<file path="config.mk">
export PLATFORM = sky130hd
export DESIGN_NAME = round_robin_task_scheduler_top_flat
export DESIGN_NICKNAME = d
export VERILOG_FILES = /design/src/design/rrts_pkg.sv /design/src/design/rrts_if.sv /design/src/design/rrts_slot_mem.sv /design/src/design/rrts_sp_mem.sv /design/src/design/round_robin_task_scheduler_top.sv /design/src/flat_wrapper.sv
export SDC_FILE = /design/constraint.sdc
export NUM_CORES = 1
export LEC_CHECK = 0
export BUFFER_PORTS_ARGS = -buffer_cell sky130_fd_sc_hd__buf_2
export CAP_MARGIN = 15
export CELL_PAD_IN_SITES_DETAIL_PLACEMENT = 2
export CELL_PAD_IN_SITES_GLOBAL_PLACEMENT = 2
export CORE_ASPECT_RATIO = 0.75
export CORE_MARGIN = 8
export CORE_UTILIZATION = 47
export CTS_BUF_LIST = sky130_fd_sc_hd__clkbuf_8
export DETAILED_ROUTE_END_ITERATION = 7
export PLACE_DENSITY_LB_ADDON = 0.1
export SYNTH_ARGS = -nofsm -noshare
export SYNTH_HDL_FRONTEND = slang
export SYNTH_SLANG_ARGS = --single-unit
</file>
<file path="constraint.sdc">
create_clock -name i_clk -period 7 [get_ports i_clk]
set_input_delay 1.4 -clock i_clk [delete_from_list [all_inputs] [get_ports i_clk]]
set_output_delay 1.4 -clock i_clk [all_outputs]
set_load 0.05 [all_outputs]
</file>
<file path="src/design/rrts_pkg.sv">
`default_nettype none
package rrts_pkg;

    localparam int TICK_W = 32;
    localparam int SP_W   = 32;

    typedef enum logic [2:0] {
        CMD_START   = 3'd0,
        CMD_CREATE  = 3'd1,
        CMD_PREEMPT = 3'd2,
        CMD_YIELD   = 3'd3,
        CMD_SLEEP   = 3'd4,
        CMD_EXIT    = 3'd5
    } t_cmd;

    typedef enum logic [2:0] {
        ST_UNUSED     = 3'd0,
        ST_READY      = 3'd1,
        ST_RUNNING    = 3'd2,
        ST_SLEEPING   = 3'd3,
        ST_TERMINATED = 3'd4
    } t_slot_st;

    typedef enum logic [1:0] {
        STAT_OK         = 2'd0,
        STAT_NO_SWITCH  = 2'd1,
        STAT_NO_FREE    = 2'd2,
        STAT_NONE_READY = 2'd3
    } t_status;

    typedef enum logic [2:0] {
        S_IDLE,
        S_CUR_RD,
        S_CUR_WR,
        S_SCAN,
        S_FIN,
        S_OUT
    } t_seq_state;

    // one entry of the slot memory
    typedef struct packed {
        t_slot_st          st;
        logic [TICK_W-1:0] wake;
    } t_slot_word;

    function automatic logic is_live(input t_slot_st s);
        return (s != ST_UNUSED) && (s != ST_TERMINATED);
    endfunction

endpackage
`default_nettype wire

</file>
<file path="src/design/rrts_if.sv">
`default_nettype none
interface rrts_cmd_if;
    logic        valid;
    logic        ready;
    logic [2:0]  command;
    logic [31:0] initial_sp;
    logic [31:0] saved_sp;
    logic [31:0] sleep_ticks;
    logic [31:0] now_ticks;

    modport source (
        output valid, command, initial_sp, saved_sp, sleep_ticks, now_ticks,
        input  ready
    );
    modport sink (
        input  valid, command, initial_sp, saved_sp, sleep_ticks, now_ticks,
        output ready
    );
endinterface

interface rrts_res_if;
    logic        valid;
    logic        ready;
    logic [1:0]  status;
    logic [2:0]  task_index;
    logic [31:0] next_sp;
    logic        switched;
    logic [3:0]  live_count;

    modport source (
        output valid, status, task_index, next_sp, switched, live_count,
        input  ready
    );
    modport sink (
        input  valid, status, task_index, next_sp, switched, live_count,
        output ready
    );
endinterface
`default_nettype wire

</file>
<file path="src/design/rrts_slot_mem.sv">
`default_nettype none
module rrts_slot_mem
    import rrts_pkg::*;
#(
    parameter int SLOT_COUNT = 8
) (
    input  wire logic                          i_clk,
    input  wire logic                          i_rst_n,
    input  wire logic                          i_we,
    input  wire logic [$clog2(SLOT_COUNT)-1:0] i_waddr,
    input  wire t_slot_word                    i_wdata,
    input  wire logic [$clog2(SLOT_COUNT)-1:0] i_raddr,
    output t_slot_word                         o_rdata
);

    t_slot_word              r_mem [SLOT_COUNT];
    logic [SLOT_COUNT-1:0]   r_valid;
    t_slot_word              r_rdata;
    logic                    r_rvalid;

    always_ff @(posedge i_clk) begin
        if (i_we) begin
            r_mem[i_waddr] <= i_wdata;
        end
        r_rdata <= r_mem[i_raddr];
    end

    // per-entry written flags, cleared at once by reset
    always_ff @(posedge i_clk) begin
        if (!i_rst_n) begin
            r_valid  <= '0;
            r_rvalid <= 1'b0;
        end else begin
            if (i_we) begin
                r_valid[i_waddr] <= 1'b1;
            end
            r_rvalid <= r_valid[i_raddr];
        end
    end

    // an entry never written reads as unused
    always_comb begin
        o_rdata = r_rdata;
        if (!r_rvalid) begin
            o_rdata.st = ST_UNUSED;
        end
    end

endmodule
`default_nettype wire

</file>
<file path="src/design/rrts_sp_mem.sv">
`default_nettype none
module rrts_sp_mem
    import rrts_pkg::*;
#(
    parameter int SLOT_COUNT = 8
) (
    input  wire logic                          i_clk,
    input  wire logic                          i_we,
    input  wire logic [$clog2(SLOT_COUNT)-1:0] i_waddr,
    input  wire logic [SP_W-1:0]               i_wdata,
    input  wire logic [$clog2(SLOT_COUNT)-1:0] i_raddr,
    output logic [SP_W-1:0]                    o_rdata
);

    logic [SP_W-1:0] r_mem [SLOT_COUNT];

    always_ff @(posedge i_clk) begin
        if (i_we) begin
            r_mem[i_waddr] <= i_wdata;
        end
        o_rdata <= r_mem[i_raddr];
    end

endmodule
`default_nettype wire

</file>
<file path="src/design/round_robin_task_scheduler_top.sv">
// the time from command transaction to result transaction depends on the slot scan
//   (one slot memory read issued per cycle, checked in the following cycle) and on the output
//   register being free; one command at a time: a new command is taken only in the idle state
// reset: synchronous active low; all slots unused, not started, output empty, no clearing pass
`default_nettype none
module round_robin_task_scheduler_top
    import rrts_pkg::*;
#(
    parameter int SLOT_COUNT = 8
) (
    input  wire logic    i_clk,
    input  wire logic    i_rst_n,
    rrts_cmd_if.sink     i_cmd,
    rrts_res_if.source   o_res
);

    localparam int IW = $clog2(SLOT_COUNT);
    localparam int CW = $clog2(SLOT_COUNT + 1);

    // sequencer state
    t_seq_state         r_state, n_state;
    t_cmd               r_cmd, n_cmd;
    logic [SP_W-1:0]    r_isp, n_isp;
    logic [SP_W-1:0]    r_ssp, n_ssp;
    logic [TICK_W-1:0]  r_ticks, n_ticks;
    logic [TICK_W-1:0]  r_now, n_now;

    // scheduler state outside the memories
    logic               r_started, n_started;
    logic [IW-1:0]      r_cur, n_cur;
    t_slot_st           r_cur_st, n_cur_st;
    logic [TICK_W-1:0]  r_cur_wake, n_cur_wake;
    logic [CW-1:0]      r_live, n_live;

    // scan pipeline: issue stage and check stage
    logic [IW-1:0]      r_issue_idx, n_issue_idx;
    logic [CW-1:0]      r_issue_cnt, n_issue_cnt;
    logic [IW-1:0]      r_chk_idx, n_chk_idx;
    logic               r_chk_vld, n_chk_vld;
    logic               r_chk_last, n_chk_last;
    logic [IW-1:0]      r_found, n_found;

    // pending result
    t_status            r_res_status, n_res_status;
    logic [2:0]         r_res_idx, n_res_idx;
    logic [SP_W-1:0]    r_res_sp, n_res_sp;
    logic               r_res_sw, n_res_sw;

    // output register
    logic               r_out_valid, n_out_valid;
    logic               w_out_load;
    t_status            r_o_status;
    logic [2:0]         r_o_idx;
    logic [SP_W-1:0]    r_o_sp;
    logic               r_o_sw;
    logic [3:0]         r_o_live;

    // memory ports
    logic               w_sm_we;
    logic [IW-1:0]      w_sm_waddr;
    t_slot_word         w_sm_wdata;
    logic [IW-1:0]      w_sm_raddr;
    t_slot_word         w_sm_rdata;
    logic               w_sp_we;
    logic [IW-1:0]      w_sp_waddr;
    logic [SP_W-1:0]    w_sp_wdata;
    logic [IW-1:0]      w_sp_raddr;
    logic [SP_W-1:0]    w_sp_rdata;

    logic               w_accept;
    logic               w_match;
    logic [IW-1:0]      w_cur_next;

    // state and wake time per slot, plus written flags
    rrts_slot_mem #(
        .SLOT_COUNT (SLOT_COUNT)
    ) u_slot_mem (
        .i_clk   (i_clk),
        .i_rst_n (i_rst_n),
        .i_we    (w_sm_we),
        .i_waddr (w_sm_waddr),
        .i_wdata (w_sm_wdata),
        .i_raddr (w_sm_raddr),
        .o_rdata (w_sm_rdata)
    );

    // saved stack pointer per slot
    rrts_sp_mem #(
        .SLOT_COUNT (SLOT_COUNT)
    ) u_sp_mem (
        .i_clk   (i_clk),
        .i_we    (w_sp_we),
        .i_waddr (w_sp_waddr),
        .i_wdata (w_sp_wdata),
        .i_raddr (w_sp_raddr),
        .o_rdata (w_sp_rdata)
    );

    assign i_cmd.ready = (r_state == S_IDLE);
    assign w_accept    = i_cmd.valid && i_cmd.ready;

    assign w_cur_next = (r_cur == IW'(SLOT_COUNT - 1)) ? '0 : r_cur + 1'b1;

    // does the slot in the check stage end the scan
    always_comb begin
        case (r_cmd)
            CMD_CREATE: w_match = (w_sm_rdata.st == ST_UNUSED);
            CMD_START:  w_match = (w_sm_rdata.st == ST_READY);
            default: begin
                // a sleeper whose wake time has been reached counts as ready
                w_match = (w_sm_rdata.st == ST_READY) ||
                          ((w_sm_rdata.st == ST_SLEEPING) && (r_now >= w_sm_rdata.wake));
            end
        endcase
    end

    always_comb begin
        n_state      = r_state;
        n_cmd        = r_cmd;
        n_isp        = r_isp;
        n_ssp        = r_ssp;
        n_ticks      = r_ticks;
        n_now        = r_now;
        n_started    = r_started;
        n_cur        = r_cur;
        n_cur_st     = r_cur_st;
        n_cur_wake   = r_cur_wake;
        n_live       = r_live;
        n_issue_idx  = r_issue_idx;
        n_issue_cnt  = r_issue_cnt;
        n_chk_idx    = r_chk_idx;
        n_chk_vld    = 1'b0;
        n_chk_last   = r_chk_last;
        n_found      = r_found;
        n_res_status = r_res_status;
        n_res_idx    = r_res_idx;
        n_res_sp     = r_res_sp;
        n_res_sw     = r_res_sw;
        w_out_load   = 1'b0;
        n_out_valid  = r_out_valid && !o_res.ready;

        w_sm_we      = 1'b0;
        w_sm_waddr   = r_cur;
        w_sm_wdata   = '{st: ST_UNUSED, wake: '0};
        w_sm_raddr   = r_cur;
        w_sp_we      = 1'b0;
        w_sp_waddr   = r_cur;
        w_sp_wdata   = r_ssp;
        w_sp_raddr   = r_found;

        unique case (r_state)
            S_IDLE: begin
                if (w_accept) begin
                    n_cmd        = t_cmd'(i_cmd.command);
                    n_isp        = i_cmd.initial_sp;
                    n_ssp        = i_cmd.saved_sp;
                    n_ticks      = i_cmd.sleep_ticks;
                    n_now        = i_cmd.now_ticks;
                    n_res_status = STAT_NO_SWITCH;
                    n_res_idx    = '0;
                    n_res_sp     = '0;
                    n_res_sw     = 1'b0;
                    // scans for start and create run from slot 0
                    n_issue_idx  = '0;
                    n_issue_cnt  = '0;
                    case (t_cmd'(i_cmd.command))
                        CMD_START: begin
                            n_state = r_started ? S_OUT : S_SCAN;
                        end
                        CMD_CREATE: begin
                            n_state = S_SCAN;
                        end
                        CMD_PREEMPT, CMD_YIELD, CMD_SLEEP, CMD_EXIT: begin
                            n_state = r_started ? S_CUR_RD : S_OUT;
                        end
                        default: begin
                            n_state = S_OUT;
                        end
                    endcase
                end
            end

            S_CUR_RD: begin
                w_sm_raddr = r_cur;
                n_state    = S_CUR_WR;
            end

            S_CUR_WR: begin
                // read-modify-write of the current slot before the scan
                n_cur_st   = w_sm_rdata.st;
                n_cur_wake = w_sm_rdata.wake;
                case (r_cmd)
                    CMD_PREEMPT: begin
                        w_sp_we    = 1'b1;
                        w_sp_waddr = r_cur;
                        w_sp_wdata = r_ssp;
                    end
                    CMD_SLEEP: begin
                        n_cur_st   = ST_SLEEPING;
                        n_cur_wake = r_now + r_ticks;
                        // a terminated current slot comes back to life as a sleeper
                        if (!is_live(w_sm_rdata.st)) begin
                            n_live = r_live + 1'b1;
                        end
                    end
                    CMD_EXIT: begin
                        n_cur_st = ST_TERMINATED;
                        if (is_live(w_sm_rdata.st)) begin
                            n_live = r_live - 1'b1;
                        end
                    end
                    default: ;
                endcase
                w_sm_we     = 1'b1;
                w_sm_waddr  = r_cur;
                w_sm_wdata  = '{st: n_cur_st, wake: n_cur_wake};
                // round robin from the slot after the current one, current slot last
                n_issue_idx = w_cur_next;
                n_issue_cnt = '0;
                n_state     = S_SCAN;
            end

            S_SCAN: begin
                // issue stage: one slot read per cycle
                if (r_issue_cnt != CW'(SLOT_COUNT)) begin
                    w_sm_raddr  = r_issue_idx;
                    n_issue_idx = (r_issue_idx == IW'(SLOT_COUNT - 1)) ? '0
                                                                       : r_issue_idx + 1'b1;
                    n_issue_cnt = r_issue_cnt + 1'b1;
                    n_chk_vld   = 1'b1;
                    n_chk_idx   = r_issue_idx;
                    n_chk_last  = (r_issue_cnt == CW'(SLOT_COUNT - 1));
                end
                // check stage: first hit ends the scan, the read in flight is dropped
                if (r_chk_vld) begin
                    if (w_match) begin
                        n_chk_vld = 1'b0;
                        n_found   = r_chk_idx;
                        w_sm_we   = 1'b1;
                        w_sm_waddr = r_chk_idx;
                        if (r_cmd == CMD_CREATE) begin
                            w_sm_wdata   = '{st: ST_READY, wake: '0};
                            w_sp_we      = 1'b1;
                            w_sp_waddr   = r_chk_idx;
                            w_sp_wdata   = r_isp;
                            n_live       = r_live + 1'b1;
                            n_res_status = STAT_OK;
                            n_res_idx    = 3'(r_chk_idx);
                            n_state      = S_OUT;
                        end else begin
                            w_sm_wdata = '{st: ST_RUNNING, wake: w_sm_rdata.wake};
                            if ((r_cmd != CMD_START) && (r_chk_idx == r_cur)) begin
                                // current task woke up itself
                                n_res_status = STAT_NO_SWITCH;
                                n_state      = S_OUT;
                            end else begin
                                w_sp_raddr = r_chk_idx;
                                n_state    = S_FIN;
                            end
                        end
                    end else if (r_chk_last) begin
                        n_chk_vld    = 1'b0;
                        n_res_status = (r_cmd == CMD_CREATE) ? STAT_NO_FREE : STAT_NONE_READY;
                        n_state      = S_OUT;
                    end
                end
            end

            S_FIN: begin
                n_res_status = STAT_OK;
                n_res_idx    = 3'(r_found);
                n_res_sp     = w_sp_rdata;
                n_res_sw     = 1'b1;
                n_cur        = r_found;
                n_started    = 1'b1;
                // a previous task that is still running goes back to ready
                if ((r_cmd != CMD_START) && (r_cur_st == ST_RUNNING)) begin
                    w_sm_we    = 1'b1;
                    w_sm_waddr = r_cur;
                    w_sm_wdata = '{st: ST_READY, wake: r_cur_wake};
                end
                n_state = S_OUT;
            end

            S_OUT: begin
                // wait here until the output register is free
                if (!r_out_valid || o_res.ready) begin
                    w_out_load  = 1'b1;
                    n_out_valid = 1'b1;
                    n_state     = S_IDLE;
                end
            end

            default: begin
                n_state = S_IDLE;
            end
        endcase
    end

    always_ff @(posedge i_clk) begin
        if (!i_rst_n) begin
            r_state <= S_IDLE;
        end else begin
            r_state <= n_state;
        end
    end

    // control state
    always_ff @(posedge i_clk) begin
        if (!i_rst_n) begin
            r_started   <= 1'b0;
            r_cur       <= '0;
            r_live      <= '0;
            r_chk_vld   <= 1'b0;
            r_out_valid <= 1'b0;
        end else begin
            r_started   <= n_started;
            r_cur       <= n_cur;
            r_live      <= n_live;
            r_chk_vld   <= n_chk_vld;
            r_out_valid <= n_out_valid;
        end
    end

    // payload and scan bookkeeping
    always_ff @(posedge i_clk) begin
        r_cmd        <= n_cmd;
        r_isp        <= n_isp;
        r_ssp        <= n_ssp;
        r_ticks      <= n_ticks;
        r_now        <= n_now;
        r_cur_st     <= n_cur_st;
        r_cur_wake   <= n_cur_wake;
        r_issue_idx  <= n_issue_idx;
        r_issue_cnt  <= n_issue_cnt;
        r_chk_idx    <= n_chk_idx;
        r_chk_last   <= n_chk_last;
        r_found      <= n_found;
        r_res_status <= n_res_status;
        r_res_idx    <= n_res_idx;
        r_res_sp     <= n_res_sp;
        r_res_sw     <= n_res_sw;
        if (w_out_load) begin
            r_o_status <= r_res_status;
            r_o_idx    <= r_res_idx;
            r_o_sp     <= r_res_sp;
            r_o_sw     <= r_res_sw;
            r_o_live   <= 4'(r_live);
        end
    end

    assign o_res.valid      = r_out_valid;
    assign o_res.status     = r_o_status;
    assign o_res.task_index = r_o_idx;
    assign o_res.next_sp    = r_o_sp;
    assign o_res.switched   = r_o_sw;
    assign o_res.live_count = r_o_live;

endmodule
`default_nettype wire

</file>
<file path="src/flat_wrapper.sv">
// flat-port wrapper written by rule: the top's interface ports become plain ports
module round_robin_task_scheduler_top_flat import rrts_pkg::*;
#(
    parameter int SLOT_COUNT = 8
)
  (i_clk, i_rst_n, i_cmd_valid, i_cmd_command, i_cmd_initial_sp, i_cmd_saved_sp, i_cmd_sleep_ticks, i_cmd_now_ticks, i_cmd_ready, o_res_valid, o_res_status, o_res_task_index, o_res_next_sp, o_res_switched, o_res_live_count, o_res_ready);
  rrts_cmd_if i_cmd_i ();
  rrts_res_if o_res_i ();
  input  wire logic i_clk;
  input  wire logic i_rst_n;
  input wire logic [$bits(i_cmd_i.valid)-1:0] i_cmd_valid;
  input wire logic [$bits(i_cmd_i.command)-1:0] i_cmd_command;
  input wire logic [$bits(i_cmd_i.initial_sp)-1:0] i_cmd_initial_sp;
  input wire logic [$bits(i_cmd_i.saved_sp)-1:0] i_cmd_saved_sp;
  input wire logic [$bits(i_cmd_i.sleep_ticks)-1:0] i_cmd_sleep_ticks;
  input wire logic [$bits(i_cmd_i.now_ticks)-1:0] i_cmd_now_ticks;
  output wire logic [$bits(i_cmd_i.ready)-1:0] i_cmd_ready;
  output wire logic [$bits(o_res_i.valid)-1:0] o_res_valid;
  output wire logic [$bits(o_res_i.status)-1:0] o_res_status;
  output wire logic [$bits(o_res_i.task_index)-1:0] o_res_task_index;
  output wire logic [$bits(o_res_i.next_sp)-1:0] o_res_next_sp;
  output wire logic [$bits(o_res_i.switched)-1:0] o_res_switched;
  output wire logic [$bits(o_res_i.live_count)-1:0] o_res_live_count;
  input wire logic [$bits(o_res_i.ready)-1:0] o_res_ready;
  assign i_cmd_i.valid = i_cmd_valid;
  assign i_cmd_i.command = i_cmd_command;
  assign i_cmd_i.initial_sp = i_cmd_initial_sp;
  assign i_cmd_i.saved_sp = i_cmd_saved_sp;
  assign i_cmd_i.sleep_ticks = i_cmd_sleep_ticks;
  assign i_cmd_i.now_ticks = i_cmd_now_ticks;
  assign i_cmd_ready = i_cmd_i.ready;
  assign o_res_valid = o_res_i.valid;
  assign o_res_status = o_res_i.status;
  assign o_res_task_index = o_res_i.task_index;
  assign o_res_next_sp = o_res_i.next_sp;
  assign o_res_switched = o_res_i.switched;
  assign o_res_live_count = o_res_i.live_count;
  assign o_res_i.ready = o_res_ready;
  round_robin_task_scheduler_top #(.SLOT_COUNT(SLOT_COUNT)) u_core (.i_clk(i_clk), .i_rst_n(i_rst_n), .i_cmd(i_cmd_i), .o_res(o_res_i));
endmodule
</file>
==> reports/qor.yml <==
status: "finished clean"
path_cells: "ha_1 -> nand4_1 -> nor4_1 -> and4_4 -> o21ai_4 -> buf_4 -> nand2_4 -> mux2i_4 -> buf_4 -> mux2_1 -> o221a_1"
clk_latency_ns: 0.81
critPathSlowestCell: "nor4_1"
synthArstFlopShare: 0
core-area_um2: 78500
total_power_mw: 12.9
syn_nets: 2695
drt_first_iter_violations: 1758
cts_sinks: 885
min_from: "u_core.r_res_sp[26]"
yosysWarningCount: 0
htreeDepth: 4
num_rows: 89
rsz0062_at_grt: "no"
hold_violations: 0
slowest_delay_ns: 0.99
initial_utilization: 0.474
syn_inst: 2488
clock-root-buffer: "clkbuf_8"
finalClockSkew_ns: 0.0344
cp-start-kind: "flip-flop"
critPathLaunch: "u_core.r_now[26]"
final.setup.tns_ns: 0
die_area_um2: 88500
required_ns: 7.69
mappedNetlistArea_um2: 37200
synth_top_cell_area_share: 0.643
postRouteAntennaNets: 0
netlist_top_cells_area: "edfxtp_1 64%, dfxtp_1 4.8%, mux4_2 4.4%"
relSlewSlack: 0.198
setup.worst_path.class: "reg2reg"
r2r_slack_ns: 1.60
place.gp.congestion: 0.789
post_cts_buffers: 0
maxCapViolCount: 0
finalWirelength_um: 112000
track_usage: 0.251
cts.clk_slew.worst_paths_ns: 0.06
crit_path_frequent_cell: "buf_4"
r2r_end: "u_core.u_sp_mem.o_rdata[20]"
pre_cts_slack_ns: 1.65
drive_gt1_frac: 0.210
setup_ws_ns: 1.60
cts_hold_buf: 0
gr-total-overflow: 0
post_synth.cell_area_avg_um2: 14.9
fmax_mhz: 185
cts_tree: "built"
ys_ff_latch: 885
synth_cell_types: 81
min_period_ns: 5.40
dp_cells: 3629
cts_buffers: 143
placed_area_um2: 39400
antenna_found_initial: 5
synth_largest_area_cell: "edfxtp_1"
fp.dieH_um: 260
vias: 23400
syn_to_final_growth_pct: 13.3
setup-violations-final: 0
worstMarginPinSlew_ns: 1.20
cts_resized: 0
grt_pass1_vias: 26200
fin_nets: 2936
fin_area_um2: 42100
post-route-period-util: 0.772
yosysMostFrequentCell: "edfxtp_1"
dr.pass1.iters: 5
endpoint_kind: "flip-flop"
drc: 0
rr_worst_depth: 11
cts_buffer_depth: 3
dpl.hpwl_um: 68800
viasPerCell: 6.02
synth_edf_count: 796
grt_max_degree: 76
peakVddDrop_mv: 0.159
synth-seq-area-share: 0.691
timing.rr.start: "u_core.r_now[26]"
grt_pass1_wl_um: 167000
fillers: 7133
crit_path_end: "u_core.u_sp_mem.o_rdata[20]"
cp.arrival_ns: 6.09
ys.flop_type: "edfxtp_1"
io_pins: 179
slew_violations: 0
p_per_area_nw_per_um2: 305
path_max_fanout: 34
io_buffers: 178
hold_path.class: "reg2reg"
synth_common_cells: "796 x edfxtp_1, 292 x nand2_1, 98 x clkbuf_1"
final_cell_count_no_fill: 3890
leakage_nw: 15.3
wl_per_cell_um: 28.9
dieWidth_um: 341
where the power goes:
part	leakage, nW	internal, mW	switching [mW]	total, mW
Combinational	5.65	0.627	1.29	1.92
Clock	1.60	2.27	2.11	4.38
Sequential	8.06	6.33	0.222	6.56
Total	15.3	9.23	3.63	12.9
registers in the layout (all words and copies together) (netlist names), 4 cells and up:
name                       flops
u_core.o_res.live_count        4
u_core.o_res.next_sp          32
u_core.r_cur_wake             32
u_core.r_isp                  32
u_core.r_issue_cnt             4
u_core.r_live                  4
u_core.r_now                  32
u_core.r_res_sp               32
u_core.r_ssp                  32
u_core.r_ticks                32
u_core.u_slot_mem.o_rdata     32
u_core.u_slot_mem.r_mem      280
u_core.u_slot_mem.r_valid      8
u_core.u_sp_mem.o_rdata       32
u_core.u_sp_mem.r_mem        256
critical path: cells and delay by family, from the launching register on:
kind,cells,cell delay [ns]
muxes,2,1.36
DFF,1,0.43
adders and majority gates,1,0.34
and+or+nand+nor,4,2.06
buffers and inverters,2,0.76
AOI/OAI and AO/OA,2,0.32
area by class of cell:
cell class,instances,area [um2],area share
sequential,885,25700,0.610
multi-input combinational,1421,10900,0.259
clock buffer,166,2280,0.0542
tap,1046,1310,0.0311
timing repair buffer,225,1270,0.0301
clock inverter,92,464,0.0110
inverter,53,199,0.00472
antenna,2,5.00,0.000119
metrics by stage:
step	utilization	hold WS (ns)
after CTS	0.536	0.421
after global placement	0.501	0.402
final	0.537	0.423
after global routing	0.537	0.430
after floorplan	-	0.400
after detailed placement	0.501	0.406
layout by cell type, fill, tap and decap left out, drive strengths merged, types with 74 or more instances in the layout:
master,synthesis,layout
a211oi,74,74
a21oi,92,92
buf,31,224
clkbuf,98,167
dfxtp,89,89
edfxtp,796,796
inv,53,107
mux2,101,101
nand2,293,293
nand2b,75,75
nor2b,75,75
o21ai,105,105
routing by layer:
layer,up-vias,track usage,part of all wire
li1,10000,-,-
met1,12400,0.341,0.44
met2,760,0.405,0.48
met3,209,0.0512,0.059
met4,4,0.0831,0.025
met5,-,0,0.00017
worst min-delay path by stage:
stage | depth (start not counted) | end | slack (ns)
after CTS | 0 | u_core.o_res.next_sp[15] | 0.42
after global routing | 0 | u_core.o_res.next_sp[24] | 0.43
final | 0 | u_core.o_res.next_sp[26] | 0.42
after detailed placement | 0 | u_core.o_res.next_sp[9] | 0.41
after floorplan | 0 | u_core.o_res.next_sp[0] | 0.40
after global placement | 0 | u_core.o_res.next_sp[14] | 0.40
cells by family after synthesis:
family / Yosys count / synth area share
mux: 180 / 0.0792
xor+xnor: 38 / 0.00895
compound gates: 483 / 0.0906
flops: 885 / 0.691
fa+ha+maj: 72 / 0.0244
simple gates: 648 / 0.0855
buf+inv: 182 / 0.0207
Note: power is estimated with default switching activity, not from simulation.
